`src/gasp_pkg.sv`:
```
// Shared field widths, codes and reset values for the grid smoothing block.
// Used by the RAM wrapper users, the neighbour-count lanes, the top level
// and the port checker.
package gasp_pkg;

  localparam int OP_W       = 2;
  localparam int ROW_W      = 6;
  localparam int COL_W      = 7;
  localparam int CNT_W      = 4;
  localparam int THR_W      = 4;
  localparam int NROWS_W    = 7;
  localparam int NCOLS_W    = 8;

  localparam int IN_TDATA_W  = 16;
  localparam int OUT_TDATA_W = 8;

  localparam int CFG_ADDR_W = 2;
  localparam int CFG_DATA_W = 8;

  // Operation codes carried in the op field.
  localparam logic [OP_W-1:0] OP_WRITE = 2'd0;
  localparam logic [OP_W-1:0] OP_PASS  = 2'd1;
  localparam logic [OP_W-1:0] OP_READ  = 2'd2;

  // Configuration register indexes.
  localparam logic [CFG_ADDR_W-1:0] CFG_THRESHOLD = 2'd0;
  localparam logic [CFG_ADDR_W-1:0] CFG_ROWS      = 2'd1;
  localparam logic [CFG_ADDR_W-1:0] CFG_COLS      = 2'd2;

  localparam logic [THR_W-1:0]   THR_RESET  = 4'd4;
  localparam logic [NROWS_W-1:0] ROWS_RESET = 7'd50;
  localparam logic [NCOLS_W-1:0] COLS_RESET = 8'd80;

  // Maximum live-neighbour count of a cell.
  localparam logic [CNT_W-1:0] CNT_MAX = 4'd8;

endpackage

```
`src/gasp_nbr.sv`:
```
// Neighbour-count lanes: one lane per column counts live cells around it in a
// three-row window and forms the smoothed row. Depends on gasp_pkg.
module gasp_nbr #(
  parameter int MAX_COLS = 128,
  parameter int CCW      = 8
) (
  input  logic [MAX_COLS-1:0]           up_row,
  input  logic [MAX_COLS-1:0]           mid_row,
  input  logic [MAX_COLS-1:0]           dn_row,
  input  logic [CCW-1:0]                ncols,
  input  logic [gasp_pkg::THR_W-1:0]    thresh,
  input  logic [$clog2(MAX_COLS)-1:0]   sel_col,
  output logic [MAX_COLS-1:0]           new_row,
  output logic [gasp_pkg::CNT_W-1:0]    sel_count
);

  import gasp_pkg::*;

  logic [MAX_COLS-1:0] mask;
  logic [MAX_COLS-1:0] u_m;
  logic [MAX_COLS-1:0] m_m;
  logic [MAX_COLS-1:0] d_m;
  logic [CNT_W-1:0]    cnt [MAX_COLS];

  // Cells beyond the columns in use count as dead.
  assign u_m = up_row & mask;
  assign m_m = mid_row & mask;
  assign d_m = dn_row & mask;

  for (genvar c = 0; c < MAX_COLS; c++) begin : g_lane
    localparam logic [CCW-1:0] CIDX = CCW'(c);
    logic ul, ur, ml, mr, dl, dr;

    assign mask[c] = (CIDX < ncols);

    if (c > 0) begin : g_left
      assign ul = u_m[c-1];
      assign ml = m_m[c-1];
      assign dl = d_m[c-1];
    end else begin : g_left_edge
      assign ul = 1'b0;
      assign ml = 1'b0;
      assign dl = 1'b0;
    end

    if (c < MAX_COLS - 1) begin : g_right
      assign ur = u_m[c+1];
      assign mr = m_m[c+1];
      assign dr = d_m[c+1];
    end else begin : g_right_edge
      assign ur = 1'b0;
      assign mr = 1'b0;
      assign dr = 1'b0;
    end

    assign cnt[c] = CNT_W'(ul) + CNT_W'(u_m[c]) + CNT_W'(ur) + CNT_W'(ml) +
                    CNT_W'(mr) + CNT_W'(dl) + CNT_W'(d_m[c]) + CNT_W'(dr);

    // Columns outside the grid in use keep their old value.
    assign new_row[c] = mask[c] ? (cnt[c] > thresh) : mid_row[c];
  end

  assign sel_count = cnt[sel_col];

endmodule

```
`config.mk`:
```
export PLATFORM = sky130hd
export DESIGN_NAME = gasp_nbr
export DESIGN_NICKNAME = d
export VERILOG_FILES = /design/src/gasp_pkg.sv /design/src/gasp_nbr.sv
export SDC_FILE = /design/constraint.sdc
export NUM_CORES = 2
export LEC_CHECK = 0
export BUFFER_PORTS_ARGS = -buffer_cell sky130_fd_sc_hd__buf_2
export CAP_MARGIN = 0
export CORE_ASPECT_RATIO = 1.2
export CORE_UTILIZATION = 55
export DETAILED_ROUTE_END_ITERATION = 10
export MAX_ROUTING_LAYER = met4
export PLACE_DENSITY = 0.81
export SYNTH_ARGS = -nofsm -noshare
export SYNTH_HDL_FRONTEND = slang
export SYNTH_SLANG_ARGS = --single-unit
```
`constraint.sdc`:
```
create_clock -name vclk -period 5.6
set_input_delay 0 -clock vclk [all_inputs]
set_output_delay 0 -clock vclk [all_outputs]
set_load 0.02 [all_outputs]
```
# Yosys cells after proc, flatten, opt, wreduce, memory -nomap -nowiden
# Index checks and enable logic that the tools add are counted.
[classes] add_sub_neg=889 order_cmp=257 muxes=131 bitwise_logic=4
[op_table] operator="adder 4 x 1 -> 4 bit" n=508
[op_table] operator="> comparator 4 bit" n=128
[op_table] operator="< comparator 7 x 8 -> 1 bit, first input constant" n=64
[op_table] operator="adder 3 x 1 -> 4 bit" n=127
[op_table] operator="bitwise AND 128 bit" n=3
[op_table] operator="adder 2 x 1 -> 3 bit" n=127
[op_table] operator="< comparator 6 x 8 -> 1 bit, first input constant" n=32
[op_table] operator="adder 1 x 1 -> 2 bit" n=127
[op_table] operator="< comparator 5 x 8 -> 1 bit, first input constant" n=16
[op_table] operator="2-to-1 mux 1 bit" n=128
[op_table] operator="< comparator 4 x 8 -> 1 bit, first input constant" n=8
[op_table] operator="< comparator 3 x 8 -> 1 bit, first input constant" n=4
[op_table] operator="binary-select mux 4 bit (select 7 bit)" n=1
[op_table] operator="< comparator 1 x 8 -> 1 bit, first input constant" n=2
[op_table] operator="< comparator 2 x 8 -> 1 bit, first input constant" n=2
[op_table] operator=">= comparator 8 bit, second input constant" n=1
[op_table] operator="2-to-1 mux 4 bit" n=2
[op_table] operator="inverter 7 -> 8 bit" n=1
[word_totals] register_bits=0 in_bits=403 out_inout_bits=132 wordCells=1281

# Longest topological paths before layout
[depth] ltp_word=12 depth_mapped=25

# Least setup slack after synthesis
# Ideal clock, no wire load.
[synth_path] path_kind="input-to-output" start="input ncols[7]" end="output sel_count[1] (netlist name)" t_arrival_ns=5.351 t_required_ns=5.600 setup_slack_ns=0.249 path_stages=21 n_path_buf=5 cell_sequence="buf_2 > buf_4 > buf_2 > nor2_1 > buf_2 > clkbuf_1 > nor2_1 > nor2_1 > nor2b_1 > fa_1 > inv_1 > fa_1 > inv_1 > fa_1 > and3_1 > fa_1 > mux4_2 > mux4_2 > mux4_2 > nor2_1 > nor2_1"
[synth_between] elab_chain_cells=12 word_cells_on_any_way=1023 classes_between="add/sub (889); order compare (128); mux (3); bitwise (3)"
[synth_rtl] element="start, declared" line="gasp_nbr.sv:10" text="input logic [CCW-1:0] ncols,"
[synth_rtl] element="< comparator 7 x 8 -> 1 bit, or another cell as far along" line="gasp_nbr.sv:34" text="assign mask[c] = (CIDX < ncols);"
[synth_rtl] element="bitwise AND 128 bit" line="gasp_nbr.sv:26" text="assign u_m = up_row & mask;"
[synth_rtl] element="adder 1 x 1 -> 2 bit" line="gasp_nbr.sv:56" text="assign cnt[c] = CNT_W'(ul) + CNT_W'(u_m[c]) + CNT_W'(ur) + CNT_W'(ml) +"
[synth_rtl] element="adder 2 x 1 -> 3 bit" line="gasp_nbr.sv:56"
[synth_rtl] element="adder 3 x 1 -> 4 bit" line="gasp_nbr.sv:56"
[synth_rtl] element="adder 4 x 1 -> 4 bit" line="gasp_nbr.sv:56"
[synth_rtl] element="adder 4 x 1 -> 4 bit (3 in a row)" line="gasp_nbr.sv:57" text="CNT_W'(mr) + CNT_W'(dl) + CNT_W'(d_m[c]) + CNT_W'(dr);"
[synth_rtl] element="binary-select mux 4 bit (select 7 bit) (*)" line="gasp_nbr.sv:63" text="assign sel_count = cnt[sel_col];"
[synth_rtl] element="2-to-1 mux 4 bit (implied by the code) (*) (2 in a row)" line="gasp_nbr.sv:63"
[synth_rtl] element="end, declared" line="gasp_nbr.sv:14" text="output logic [gasp_pkg::CNT_W-1:0] sel_count"
# Mark *: on every way between the ends. The rest lies on a longest branch, timed or not. The select of a mux whose other input is x is not followed.

# Worst setup path in the final report
[layout_path] start="input ncols[2]" end="output sel_count[1] (netlist name)"
# The elaborated chain is that of the path after synthesis.

==> flow_metrics.py <==
metrics = {
    "critical_path": {
        "cp.depth": 20,
        "cpMaxStageDelayCell": "mux4_2",
        "crit_fanout": 15,
        "required_ps": 5600,
        "cp-end-kind": "output pin",
        "worst-path-buf-inv": 6,
        "path_class": "input port to output pin",
        "worstPathCellList": "buf_2 -> buf_12 -> or3_1 -> a21oi_1 -> nand2b_1 -> inv_1 -> xnor2_1 -> ha_1 -> inv_1 -> fa_1 -> inv_1 -> fa_1 -> ha_1 -> fa_1 -> mux4_2 -> mux4_2 -> mux4_2 -> nor2_4 -> nor2_2 -> buf_2",
        "start_kind": "input port",
        "cp_top_family": "adder cells",
        "cp.arrival_ps": 5580,
        "crit_path_max_incr_delay_ps": 540,
    },
    "finish": {
        "final_cells": 6697,
        "seq_cells": 0,
        "final_common_cell": "ha_1",
        "ff_latch_area_um2": 0,
        "post-route-util": 0.6634,
        "final_nets": 7391,
        "drive_gt1_frac": 0.2483,
        "mostFrequentLayoutCells": "ha_1 (920), inv_1 (656), buf_2 (529), buf_4 (465), fa_1 (403)",
        "num-clock-buffers": 0,
        "syn_to_final_growth_pct": 19.42,
    },
    "global_routing": {
        "grt_pass1_vias": 41020,
        "antenna_found_initial": 24,
        "grt_pass1_wl_um": 242000,
        "track_usage": 0.4323,
        "overflow": 0,
        "grt_max_degree": 81,
    },
    "power": {
        "power.share.clock": 0,
        "p_comb_frac": 1.000,
        "p_switching_mw": 7.154,
        "swShare": 0.5461,
        "p_leak_nw": 27.03,
        "p_int_mw": 5.946,
        "sequentialPowerShare": 0,
        "power.total_mw": 13.10,
        "vdd_drop_max_mv": 0.1574,
        "p_per_area_mw_per_mm2": 263.7,
    },
    "synth": {
        "synthesis.area_mm2": 0.04159,
        "synthTopCellsByArea": "ha_1 (28%), fa_1 (19%), inv_1 (6.0%)",
        "yosysTopAreaCellShare": 0.2767,
        "ys_warn_count": 0,
        "ys_types": 100,
        "synthesis.nets": 6459,
        "yosysTopAreaCell": "ha_1",
        "ys_seq_area_frac": 0,
        "synthCells": 4733,
        "syn_area_per_cell_um2": 8.788,
    },
    "floorplan": {
        "die_w_um": 253.0,
        "rows": 110,
        "coreArea_mm2": 0.07487,
        "fp.dieH_um": 303.3,
        "initial_core_util": 0.5555,
        "dieArea_mm2": 0.07673,
        "io_pins": 535,
    },
    "sta": {
        "drv_slew": 0,
        "fin_hold_ws_ps": 332.7,
        "tightest_slew_ps": 1159,
        "fmax_mhz": 179.1,
        "tns_ps": 0,
        "relSlewSlack": 0.2266,
        "finalCriticalPeriod_ps": 5584,
        "setup_violations": 0,
        "finalHoldViolCount": 0,
        "post-route-period-util": 0.9972,
    },
    "clock_tree": {
        "ctsHoldBuffers": 0,
    },
    "hold_path": {
        "min_to": "new_row[31]",
        "holdCritStartpoint": "mid_row[31]",
        "hold_path_class": "input port to output pin",
        "hold_depth": 4,
    },
    "place": {
        "dp_cells": 6657,
        "dpl.hpwl_um": 138000,
        "gp_congestion": 1.057,
        "portBuffers": 535,
    },
    "detailed_routing": {
        "vias": 41707,
        "drtAntennaViolNets": 0,
        "drtIter0Drc": 3949,
        "avgViaCountPerCell": 6.228,
        "finalWirelength_um": 164000,
        "firstDrtPassIters": 9,
        "wl_per_cell_um": 24.48,
        "route.detailed.drc": 2,
    },
    "run_status": {
        "status": "complete, but fails checks",
        "violations": "design-rule violations",
    },
    "job": {
        "maxCapViolations": 0,
    },
}
## how the worst max path moves through the flow
stage              endpoint      from
2_1_floorplan  sel_count[1]  ncols[7]
3_3_place_gp   sel_count[1]  ncols[4]
3_5_place_dp   sel_count[1]  ncols[7]
4_1_cts        sel_count[1]  ncols[1]
5_1_grt        sel_count[1]  ncols[1]
6_report       sel_count[1]  ncols[2]
## final cells by class
cell class         instances  area [um2]
diodes                    26       65.06
repair buffers          1037        6864
well taps               1008        1261
multi-input cells       3961       38980
fillers                 6299       25200
inverters                665        2504
## timing repair
item | CTS | global route
setup endpoints to repair | 3 | 4
gates cloned | 0 | 3
gates resized for setup | 17 | 107
pin swaps | 2 | 16
setup buffers | 1 | 10
## power by group through the flow
stage | clock, mW | combinational [mW] | sequential (mW)
3_5_place_dp | 0 | 12.7 | 0
3_3_place_gp | 0 | 12.2 | 0
2_1_floorplan | 0 | 8.50 | 0
4_1_cts | 0 | 12.8 | 0
5_1_grt | 0.000000743 | 14.4 | 0
6_report | 0.000000530 | 13.1 | 0
## cell usage after synthesis, drive strengths merged, types with 38 or more instances
cell type / instances
a21oi: 265
a41oi: 115
and2: 152
and3: 69
buf: 70
clkbuf: 38
fa: 403
ha: 920
inv: 663
mux2: 101
mux4: 97
nand2: 339
nand2b: 148
nand3: 52
nor2: 73
nor2b: 233
o21ai: 261
o21bai: 66
xnor2: 57
xor2: 230
## cell families after synthesis
family,after synthesis,synth area share
buffers and inverters,773,0.07319
and+or+nand+nor,1134,0.1470
muxes,221,0.08540
xor gates and xnor gates,287,0.06043
adders and majority gates,1323,0.4707
AOI/OAI and AO/OA,995,0.1632
## layer usage
layer	GRT usage	part of all wire	vias up
met5	-	0	-
met4	0.2759	0.083	0
met3	0.07570	0.10	649
met2	0.6704	0.44	2404
met1	0.5197	0.37	20052
li1	-	-	18602
## per-stage QoR
| step | cell area, um2 | worst slack (ps) |
|---|---|---|
| floorplan | 41590 | 249.1 |
| global placement | 49010 | -251.2 |
| detailed placement | 49010 | -310.6 |
| CTS | 49080 | 10.45 |
| global route | 49660 | -16.19 |
| finish | 49670 | 15.94 |
## worst min-delay path, stage by stage
cell and delay, ps:
buf_2 80, nand2_1 40, o21ai_0 50, buf_2 160
Note: power is estimated with default switching activity, not from simulation.
